==> src/rtl/core/gbd_pkg.sv <==
// shared types and constants for the gyro bias, dead-band and yaw integrator
package gbd_pkg;

  localparam int SAMPLE_W = 16;
  localparam int YAW_W    = 48;
  localparam int CFG_IDX_W  = 2;
  localparam int CFG_DATA_W = 15;
  localparam int SETTLE_W   = 8;
  localparam int DEADBAND_W = 15;

  // configuration register indexes
  localparam logic [CFG_IDX_W-1:0] CFG_SETTLE   = 2'd0;
  localparam logic [CFG_IDX_W-1:0] CFG_DEADBAND = 2'd1;

  localparam logic [SETTLE_W-1:0]   SETTLE_RESET   = 8'd32;
  localparam logic [DEADBAND_W-1:0] DEADBAND_RESET = 15'd65;

  // per-sample control shared by the three axis lanes
  typedef struct packed {
    logic take;        // sample transfer this cycle
    logic accumulate;  // add sample into bias sum
    logic finalize;    // turn sum into mean offset, correct this sample
    logic cal_done;    // offsets already final
  } lane_ctrl_t;

  // stage loads for the merge unit
  typedef struct packed {
    logic adv2;        // valid item moves into product stage
    logic adv3;        // valid item moves into output register
    logic ready_s2;    // product stage item is calibrated
  } yaw_ctrl_t;

endpackage

==> src/rtl/core/gbd_lane.sv <==
// one axis lane: bias accumulation, mean offset and offset correction
module gbd_lane #(
  parameter int CAL_LOG2 = 5
) (
  input  logic                                clk,
  input  logic                                rst,
  input  gbd_pkg::lane_ctrl_t                 ctrl,
  input  logic signed [gbd_pkg::SAMPLE_W-1:0] sample,
  output logic signed [gbd_pkg::SAMPLE_W-1:0] rate
);

  // room for every sample the phase counter can let into the sum, even when
  // the settle count moves during the window
  localparam int SUM_W = gbd_pkg::SAMPLE_W + gbd_pkg::SETTLE_W + CAL_LOG2 + 1;
  localparam logic [SUM_W-1:0] ROUND = (SUM_W'(1) << CAL_LOG2) - SUM_W'(1);

  logic signed [SUM_W-1:0] bias;
  logic signed [SUM_W-1:0] sample_ext;
  logic signed [SUM_W-1:0] biased;
  logic signed [SUM_W-1:0] mean;
  logic signed [gbd_pkg::SAMPLE_W-1:0] offset;

  assign sample_ext = {{(SUM_W-gbd_pkg::SAMPLE_W){sample[gbd_pkg::SAMPLE_W-1]}}, sample};
  // truncate toward zero: bias negative sums up before the arithmetic shift
  assign biased = bias + (bias[SUM_W-1] ? ROUND : '0);
  assign mean   = biased >>> CAL_LOG2;
  assign offset = ctrl.finalize ? mean[gbd_pkg::SAMPLE_W-1:0] : bias[gbd_pkg::SAMPLE_W-1:0];

  always_comb begin
    if (ctrl.finalize || ctrl.cal_done) begin
      rate = sample - offset;
    end else begin
      rate = '0;
    end
  end

  always_ff @(posedge clk) begin
    if (rst) begin
      bias <= '0;
    end else if (ctrl.take) begin
      if (ctrl.accumulate) begin
        bias <= bias + sample_ext;
      end else if (ctrl.finalize) begin
        bias <= mean;
      end
    end
  end

endmodule

==> src/rtl/core/gbd_yaw.sv <==
// merge unit: z dead-band, rate times time step, 48-bit yaw accumulator
module gbd_yaw (
  input  logic                                  clk,
  input  logic                                  rst,
  input  gbd_pkg::yaw_ctrl_t                    ctrl,
  input  logic signed [gbd_pkg::SAMPLE_W-1:0]   rate_z_s1,
  input  logic [gbd_pkg::SAMPLE_W-1:0]          elapsed_s1,
  input  logic [gbd_pkg::DEADBAND_W-1:0]        deadband,
  output logic signed [gbd_pkg::SAMPLE_W-1:0]   rate_z,
  output logic signed [gbd_pkg::YAW_W-1:0]      yaw_accum
);

  localparam int PROD_W = 2 * gbd_pkg::SAMPLE_W + 1;

  logic signed [gbd_pkg::SAMPLE_W:0]   z_wide;
  logic signed [gbd_pkg::SAMPLE_W:0]   z_mag;
  logic signed [gbd_pkg::SAMPLE_W-1:0] z_db;
  logic signed [gbd_pkg::SAMPLE_W-1:0] z_s2;
  logic signed [PROD_W-1:0]            prod;
  logic signed [gbd_pkg::YAW_W-1:0]    yaw_total;
  logic signed [gbd_pkg::YAW_W-1:0]    yaw_total_next;

  // magnitude in 17 bits so the most negative rate never falls in the band
  assign z_wide = {rate_z_s1[gbd_pkg::SAMPLE_W-1], rate_z_s1};
  assign z_mag  = z_wide[gbd_pkg::SAMPLE_W] ? -z_wide : z_wide;
  assign z_db   = ($unsigned(z_mag) <= {2'b00, deadband}) ? '0 : rate_z_s1;

  assign yaw_total_next = yaw_total + {{(gbd_pkg::YAW_W-PROD_W){prod[PROD_W-1]}}, prod};

  always_ff @(posedge clk) begin
    if (ctrl.adv2) begin
      z_s2 <= z_db;
      prod <= z_db * $signed({1'b0, elapsed_s1});
    end
  end

  always_ff @(posedge clk) begin
    if (rst) begin
      yaw_total <= '0;
    end else if (ctrl.adv3 && ctrl.ready_s2) begin
      yaw_total <= yaw_total_next;
    end
  end

  always_ff @(posedge clk) begin
    if (ctrl.adv3) begin
      rate_z    <= z_s2;
      yaw_accum <= ctrl.ready_s2 ? yaw_total_next : '0;
    end
  end

endmodule

==> src/rtl/core/gyro_bias_deadband_yaw_integrator.sv <==
// top level: gyro bias calibration, z dead-band and yaw integration
//
//  channel | signals                               | direction
//  --------+---------------------------------------+----------
//  sample  | sample_valid, sample_stall, gyro_x/y/z, | in (stall out)
//          | elapsed_ms                            |
//  result  | result_valid, result_stall, ready_res,| out (stall in)
//          | rate_x/y/z, yaw_accum                 |
//  config  | cfg_valid, cfg_ready, cfg_index,      | in (ready out)
//          | cfg_data                              |
//
// one sample per cycle unless result stalls; stage 1, stage 2, output register
// the yaw accumulator add in the output stage is a feedback loop
// sync reset clears calibration, sums, yaw; presets config; no clearing pass
// each stage holds its item while the stage ahead is full and stalled, so
// empty stages behind a stalled result still take new samples
module gyro_bias_deadband_yaw_integrator #(
  parameter int CAL_LOG2 = 5
) (
  input  logic                                  clk,
  input  logic                                  rst,
  // sample channel
  input  logic                                  sample_valid,
  output logic                                  sample_stall,
  input  logic signed [gbd_pkg::SAMPLE_W-1:0]   gyro_x,
  input  logic signed [gbd_pkg::SAMPLE_W-1:0]   gyro_y,
  input  logic signed [gbd_pkg::SAMPLE_W-1:0]   gyro_z,
  input  logic [gbd_pkg::SAMPLE_W-1:0]          elapsed_ms,
  // result channel
  output logic                                  result_valid,
  input  logic                                  result_stall,
  output logic                                  ready_res,
  output logic signed [gbd_pkg::SAMPLE_W-1:0]   rate_x,
  output logic signed [gbd_pkg::SAMPLE_W-1:0]   rate_y,
  output logic signed [gbd_pkg::SAMPLE_W-1:0]   rate_z,
  output logic signed [gbd_pkg::YAW_W-1:0]      yaw_accum,
  // configuration channel
  input  logic                                  cfg_valid,
  output logic                                  cfg_ready,
  input  logic [gbd_pkg::CFG_IDX_W-1:0]         cfg_index,
  input  logic [gbd_pkg::CFG_DATA_W-1:0]        cfg_data
);

  // phase counter spans settle count plus the summing window
  localparam int PHASE_W = gbd_pkg::SETTLE_W + CAL_LOG2 + 1;
  localparam logic [PHASE_W-1:0] CAL_N = PHASE_W'(1) << CAL_LOG2;

  // configuration registers
  logic [gbd_pkg::SETTLE_W-1:0]   settle_count;
  logic [gbd_pkg::DEADBAND_W-1:0] deadband;

  // calibration control
  logic [PHASE_W-1:0] phase_count;
  logic [PHASE_W-1:0] settle_ext;
  logic [PHASE_W-1:0] summed;
  logic               cal_done;
  logic               settling;
  logic               in_window;
  gbd_pkg::lane_ctrl_t lane_ctrl;

  // pipeline handshake
  logic take;
  logic en1, en2, en3;
  logic v1, v2;
  gbd_pkg::yaw_ctrl_t yaw_ctrl;

  // lane outputs and stage registers
  logic signed [gbd_pkg::SAMPLE_W-1:0] lane_x, lane_y, lane_z;
  logic                                ready1, ready2;
  logic signed [gbd_pkg::SAMPLE_W-1:0] rx1, ry1, rz1;
  logic signed [gbd_pkg::SAMPLE_W-1:0] rx2, ry2;
  logic [gbd_pkg::SAMPLE_W-1:0]        el1;

  // config writes are always accepted
  assign cfg_ready = 1'b1;

  always_ff @(posedge clk) begin
    if (rst) begin
      settle_count <= gbd_pkg::SETTLE_RESET;
      deadband     <= gbd_pkg::DEADBAND_RESET;
    end else if (cfg_valid && cfg_ready) begin
      if (cfg_index == gbd_pkg::CFG_SETTLE) begin
        settle_count <= cfg_data[gbd_pkg::SETTLE_W-1:0];
      end else if (cfg_index == gbd_pkg::CFG_DEADBAND) begin
        deadband <= cfg_data[gbd_pkg::DEADBAND_W-1:0];
      end
    end
  end

  // stage enables: a stage loads when empty or when the stage ahead moves
  assign en3          = !result_valid || !result_stall;
  assign en2          = !v2 || en3;
  assign en1          = !v1 || en2;
  assign sample_stall = !en1;
  assign take         = sample_valid && !sample_stall;

  // settle, then sum the window, then finalize on the next sample
  assign settle_ext = {{(PHASE_W-gbd_pkg::SETTLE_W){1'b0}}, settle_count};
  assign settling   = phase_count < settle_ext;
  assign summed     = phase_count - settle_ext;
  assign in_window  = summed < CAL_N;

  assign lane_ctrl.take       = take;
  assign lane_ctrl.accumulate = !cal_done && !settling && in_window;
  assign lane_ctrl.finalize   = !cal_done && !settling && !in_window;
  assign lane_ctrl.cal_done   = cal_done;

  always_ff @(posedge clk) begin
    if (rst) begin
      phase_count <= '0;
      cal_done    <= 1'b0;
    end else if (take && !cal_done) begin
      if (lane_ctrl.finalize) begin
        cal_done <= 1'b1;
      end else begin
        phase_count <= phase_count + PHASE_W'(1);
      end
    end
  end

  // three axis lanes in parallel
  gbd_lane #(.CAL_LOG2(CAL_LOG2)) u_lane_x (
    .clk(clk), .rst(rst), .ctrl(lane_ctrl), .sample(gyro_x), .rate(lane_x)
  );
  gbd_lane #(.CAL_LOG2(CAL_LOG2)) u_lane_y (
    .clk(clk), .rst(rst), .ctrl(lane_ctrl), .sample(gyro_y), .rate(lane_y)
  );
  gbd_lane #(.CAL_LOG2(CAL_LOG2)) u_lane_z (
    .clk(clk), .rst(rst), .ctrl(lane_ctrl), .sample(gyro_z), .rate(lane_z)
  );

  // valid bits
  always_ff @(posedge clk) begin
    if (rst) begin
      v1           <= 1'b0;
      v2           <= 1'b0;
      result_valid <= 1'b0;
    end else begin
      if (en1) begin
        v1 <= take;
      end
      if (en2) begin
        v2 <= v1;
      end
      if (en3) begin
        result_valid <= v2;
      end
    end
  end

  // stage 1: corrected rates straight from the lanes
  always_ff @(posedge clk) begin
    if (take) begin
      ready1 <= lane_ctrl.finalize || cal_done;
      rx1    <= lane_x;
      ry1    <= lane_y;
      rz1    <= lane_z;
      el1    <= elapsed_ms;
    end
  end

  // stage 2: x and y ride along with the product stage
  always_ff @(posedge clk) begin
    if (en2 && v1) begin
      ready2 <= ready1;
      rx2    <= rx1;
      ry2    <= ry1;
    end
  end

  // stage 3: output register
  always_ff @(posedge clk) begin
    if (en3 && v2) begin
      ready_res <= ready2;
      rate_x    <= rx2;
      rate_y    <= ry2;
    end
  end

  assign yaw_ctrl.adv2     = en2 && v1;
  assign yaw_ctrl.adv3     = en3 && v2;
  assign yaw_ctrl.ready_s2 = ready2;

  // merge: dead-band, multiply, yaw accumulate
  gbd_yaw u_yaw (
    .clk        (clk),
    .rst        (rst),
    .ctrl       (yaw_ctrl),
    .rate_z_s1  (rz1),
    .elapsed_s1 (el1),
    .deadband   (deadband),
    .rate_z     (rate_z),
    .yaw_accum  (yaw_accum)
  );

endmodule

==> config.mk <==
export PLATFORM = sky130hd
export DESIGN_NAME = gyro_bias_deadband_yaw_integrator
export DESIGN_NICKNAME = d
export VERILOG_FILES = /design/src/rtl/core/gbd_pkg.sv /design/src/rtl/core/gbd_lane.sv /design/src/rtl/core/gbd_yaw.sv /design/src/rtl/core/gyro_bias_deadband_yaw_integrator.sv
export SDC_FILE = /design/constraint.sdc
export NUM_CORES = 2
export LEC_CHECK = 0
export BUFFER_PORTS_ARGS = -buffer_cell sky130_fd_sc_hd__buf_2
export CORE_MARGIN = 1.5
export CORE_UTILIZATION = 45
export DETAILED_ROUTE_END_ITERATION = 10
export SYNTH_ARGS = -nofsm -noshare
export SYNTH_HDL_FRONTEND = slang
export SYNTH_SLANG_ARGS = --single-unit
==> constraint.sdc <==
create_clock -name clk -period 19.85 [get_ports clk]
set_input_delay 3.97 -clock clk [delete_from_list [all_inputs] [get_ports clk]]
set_output_delay 3.97 -clock clk [all_outputs]
set_load 0.05 [all_outputs]
==> flow_metrics.py <==
metrics = {
    "sta": {
        "setup_tns_ns": 0,
        "post_route_worst_setup_slack_ns": 9.17,
        "final_hold_viol_count": 0,
        "slew_at_the_pin_with_the_worst_max_slew_slack_ns": 0.975,
        "period_utilization_post_route_pct": 53.8,
        "final_number_of_setup_violating_endpoints": 0,
        "setup_repair_after_global_routing_missed_its_margin": "false",
        "slew_violations": 0,
        "worst_slew_margin_rel_pct": 35.0,
        "maxClockFrequency_mhz": 93.7,
        "final.setup_skew_ns": 0.0296,
        "clock_period_minus_final_worst_setup_slack_ns": 10.68,
    },
    "layout": {
        "syn_to_final_growth_pct": 9.63,
        "final_area_um2": 38600,
        "post_route_cells_drive_above_1_share_pct": 8.76,
        "nNetsFinal": 4566,
    },
    "clock_tree": {
        "path_clk_slew_ns": 0.06,
        "cts_hold_buffers": 0,
        "clk-insertion-delay-late_ns": 0.61,
        "cts_max_path_buffers": 3,
        "cts_inserted_buffers": 49,
        "cts_post_setup_buffers_inserted": 0,
        "clock_tree_from_tritoncts": "built",
        "ctsResizeCount": 0,
        "ctsRootBufferMaster": "sky130_fd_sc_hd__clkbuf_16",
        "h-tree-depth": 2,
        "numClockSinks": 423,
    },
    "routing": {
        "drt_pre_antenna_iters": 5,
        "detail-route-antenna-nets": 0,
        "drt-vias-per-instance": 5.38,
        "routed_wirelength_mm": 88.4,
        "route.vias.total": 27000,
        "post-route-drc-count": 0,
        "drt_first_iter_violations": 1426,
        "wire_per_inst_um": 17.6,
    },
    "power": {
        "netSwitchingPower_mw": 1.59,
        "total_power_mw": 3.93,
        "switching_share_pct": 40.4,
        "share_clk_of_total_power_pct": 23.8,
        "pwr-share-comb_pct": 47.9,
        "pwr-share-seq_pct": 28.3,
        "power_density_nw_per_um2": 102,
        "static-leakage-power_nw": 17.1,
        "internal_power_mw": 2.34,
        "ir_worst_vdd_uv": 113,
    },
    "yosys": {
        "synth_cells": 3847,
        "ys_seq_elements": 423,
        "ys_async_sr_fraction_pct": 0,
        "netlist-cell-type-count": 91,
        "number_of_enable_type_register_cells_in_the_synthesized_netlist": 244,
        "synthesis.area_per_instance_um2": 9.15,
        "synth_flop_cell": "sky130_fd_sc_hd__edfxtp_1",
        "yosys_warning_total": 0,
        "synthesis.nets": 4471,
        "synth_area_um2": 35200,
        "synth-seq-area-share_pct": 31.0,
    },
    "place": {
        "place_worst_setup_slack_ns": 9.22,
        "dp_hpwl_mm": 66.5,
        "port_buffers": 184,
        "postPlaceCellArea_um2": 36900,
        "gp_congestion": 0.875,
    },
    "setup_path": {
        "worst_ep_required_time_ns": 20.21,
        "critical_path.endpoint_type": "flop",
        "max_stage_delay_ns": 0.80,
        "crit_type": "flop to flop",
        "worst_setup_path_startpoint": "rz1[2]$_SDFFCE_PN0P_",
        "reg2reg_depth": 35,
        "critical_path_arrival_ns": 11.04,
        "r2r-start": "rz1[2]$_SDFFCE_PN0P_",
        "rr_endpoint": "u_yaw.prod[32]$_DFFE_PP_",
        "crit_slowest_cell": "sky130_fd_sc_hd__and2_0",
        "reg2reg_setup_slack_ns": 9.17,
        "cp-start-kind": "flop",
        "timing.critical_path.mode_cell": "sky130_fd_sc_hd__fa_1",
        "path_max_fanout": 55,
    },
    "run": {
        "drv.max_cap_violation_count": 0,
    },
    "floorplanning": {
        "placeableCoreArea_um2": 77500,
        "chipWidth_um": 283,
        "floorplan.die_area_um2": 79900,
        "die_h_um": 283,
        "top_level_ports": 186,
        "rows": 102,
        "start_util_pct": 45.5,
    },
    "global_route": {
        "grt_pass1_wl_mm": 141,
        "grt.total_usage_pct": 22.2,
        "number_of_antenna_violations_at_the_first_check_in_global_routing": 2,
        "gr-total-overflow": 0,
        "grt_pass1_vias": 26100,
        "grt_max_degree": 94,
    },
    "worst_hold_path": {
        "holdCritPathClass": "flop to flop",
        "hp-start": "ry2[6]$_DFFE_PP_",
        "min_to": "rate_y[6]$_DFFE_PP_",
        "min_path_cells": 0,
    },
    "status": {
        "status": "completed",
    },
}
==> worst max-delay path, delay by kind of cell (launching register included) <==
family | cells | cell delay [ns]
adders and majority gates | 8 | 3.55
buffers and inverters | 5 | 0.24
xor gates and xnor gates | 2 | 0.29
DFF | 1 | 0.43
AOI/OAI and AO/OA | 8 | 2.01
and+or+nand+nor | 12 | 3.91
==> placed cells by master (no fill, tap or decap), drive strengths merged, types with 62 or more instances in the layout <==
cell type and instances:
xor2 94, inv 357, xnor2 178, fa 201
nor3 69, nand3 62, a21oi 283, nand2 396
nor2 310, edfxtp 244, and2 154, a21o 99
a211oi 66, and3 78, dfxtp 179, buf 202
clkbuf 64, ha 337, o21ai 135
==> stage by stage <==
step,instances,hold slack [ns],utilization (%)
global placement,4931,0.401,47.7
floorplan,3847,0.400,-
finish,5026,0.397,49.8
CTS,5023,0.396,49.8
detailed placement,4931,0.405,47.7
global route,5025,0.414,49.8
==> power groups by stage <==
stage	Combinational (mW)	Sequential (mW)	Clock [mW]
3_3_place_gp	1.88	1.13	0
5_1_grt	2.13	1.12	0.996
6_report	1.88	1.11	0.937
2_1_floorplan	1.38	1.13	0
4_1_cts	1.91	1.11	0.964
3_5_place_dp	1.89	1.13	0
==> cells in the mapped netlist, types with 12 or more instances <==
cell type / instances / area, um2
sky130_fd_sc_hd__nor2_1: 308 / 1160
sky130_fd_sc_hd__or3_1: 25 / 156
sky130_fd_sc_hd__edfxtp_1: 244 / 7330
sky130_fd_sc_hd__nor3_1: 68 / 340
sky130_fd_sc_hd__a211oi_1: 65 / 488
sky130_fd_sc_hd__nand2b_1: 37 / 231
sky130_fd_sc_hd__o31ai_1: 15 / 113
sky130_fd_sc_hd__ha_1: 337 / 4220
sky130_fd_sc_hd__a31oi_1: 35 / 219
sky130_fd_sc_hd__fa_1: 201 / 4020
sky130_fd_sc_hd__buf_1: 12 / 45.0
sky130_fd_sc_hd__a21o_1: 99 / 743
sky130_fd_sc_hd__mux2i_1: 25 / 250
sky130_fd_sc_hd__o21a_1: 36 / 270
sky130_fd_sc_hd__xor2_1: 94 / 823
sky130_fd_sc_hd__clkbuf_1: 110 / 413
sky130_fd_sc_hd__nor2b_1: 39 / 244
sky130_fd_sc_hd__o21bai_1: 19 / 143
sky130_fd_sc_hd__o211ai_1: 27 / 203
sky130_fd_sc_hd__dfxtp_1: 179 / 3580
sky130_fd_sc_hd__nand4_1: 41 / 257
sky130_fd_sc_hd__nand2_1: 395 / 1480
sky130_fd_sc_hd__inv_1: 353 / 1330
sky130_fd_sc_hd__xnor2_1: 178 / 1560
sky130_fd_sc_hd__a311oi_1: 18 / 158
sky130_fd_sc_hd__and3_1: 77 / 482
sky130_fd_sc_hd__buf_2: 27 / 135
sky130_fd_sc_hd__o21ai_0: 126 / 631
sky130_fd_sc_hd__a21oi_1: 279 / 1400
sky130_fd_sc_hd__nand3_1: 62 / 310
sky130_fd_sc_hd__and2_1: 153 / 957
==> worst max-delay path by stage <==
stage | cells past startpoint | to | slack, ns
5_1_grt | 35 | u_yaw.prod[32]$_DFFE_PP_ | 8.55
3_5_place_dp | 35 | u_yaw.prod[32]$_DFFE_PP_ | 9.22
2_1_floorplan | 37 | u_yaw.prod[32]$_DFFE_PP_ | 10.62
4_1_cts | 35 | u_yaw.prod[32]$_DFFE_PP_ | 9.22
3_3_place_gp | 35 | u_yaw.prod[32]$_DFFE_PP_ | 9.43
6_report | 35 | u_yaw.prod[32]$_DFFE_PP_ | 9.17
==> registers in the layout, indices dropped and copies added (netlist names), 30 cells and up <==
register and flops:
u_lane_x.bias 30, u_yaw.yaw_total 48, u_lane_y.bias 30, u_yaw.prod 33, u_yaw.yaw_accum 48, u_lane_z.bias 30
==> cells by family after synthesis <==
| group | after synthesis | synth area share (%) |
|---|---|---|
| simple gates | 1247 | 16.9 |
| compound gates | 825 | 15.4 |
| fa+ha+maj | 538 | 23.4 |
| buf+inv | 513 | 5.70 |
| flops | 423 | 31.0 |
| xor+xnor | 272 | 6.76 |
| mux | 28 | 0.806 |
| other cells | 1 | 0.0106 |
==> metal layers <==
| layer | vias up | track usage (%) | wire length, um |
|---|---|---|---|
| met2 | 472 | 37.7 | 42500 |
| li1 | 13500 | - | - |
| met1 | 12900 | 30.0 | 40700 |
| met5 | - | 0 | 0 |
| met3 | 134 | 2.16 | 2820 |
| met4 | 0 | 6.75 | 2340 |
==> cell type report <==
cell class / instances / area, um2
antenna: 3 / 7.51
clock buffer: 64 / 1380
clock inverter: 28 / 294
fill: 7371 / 38900
inverter: 355 / 1330
multi-input combinational: 2911 / 22300
sequential: 423 / 10900
tap: 1040 / 1300
timing repair buffer: 202 / 1060
Note: power is estimated with default switching activity, not from simulation.
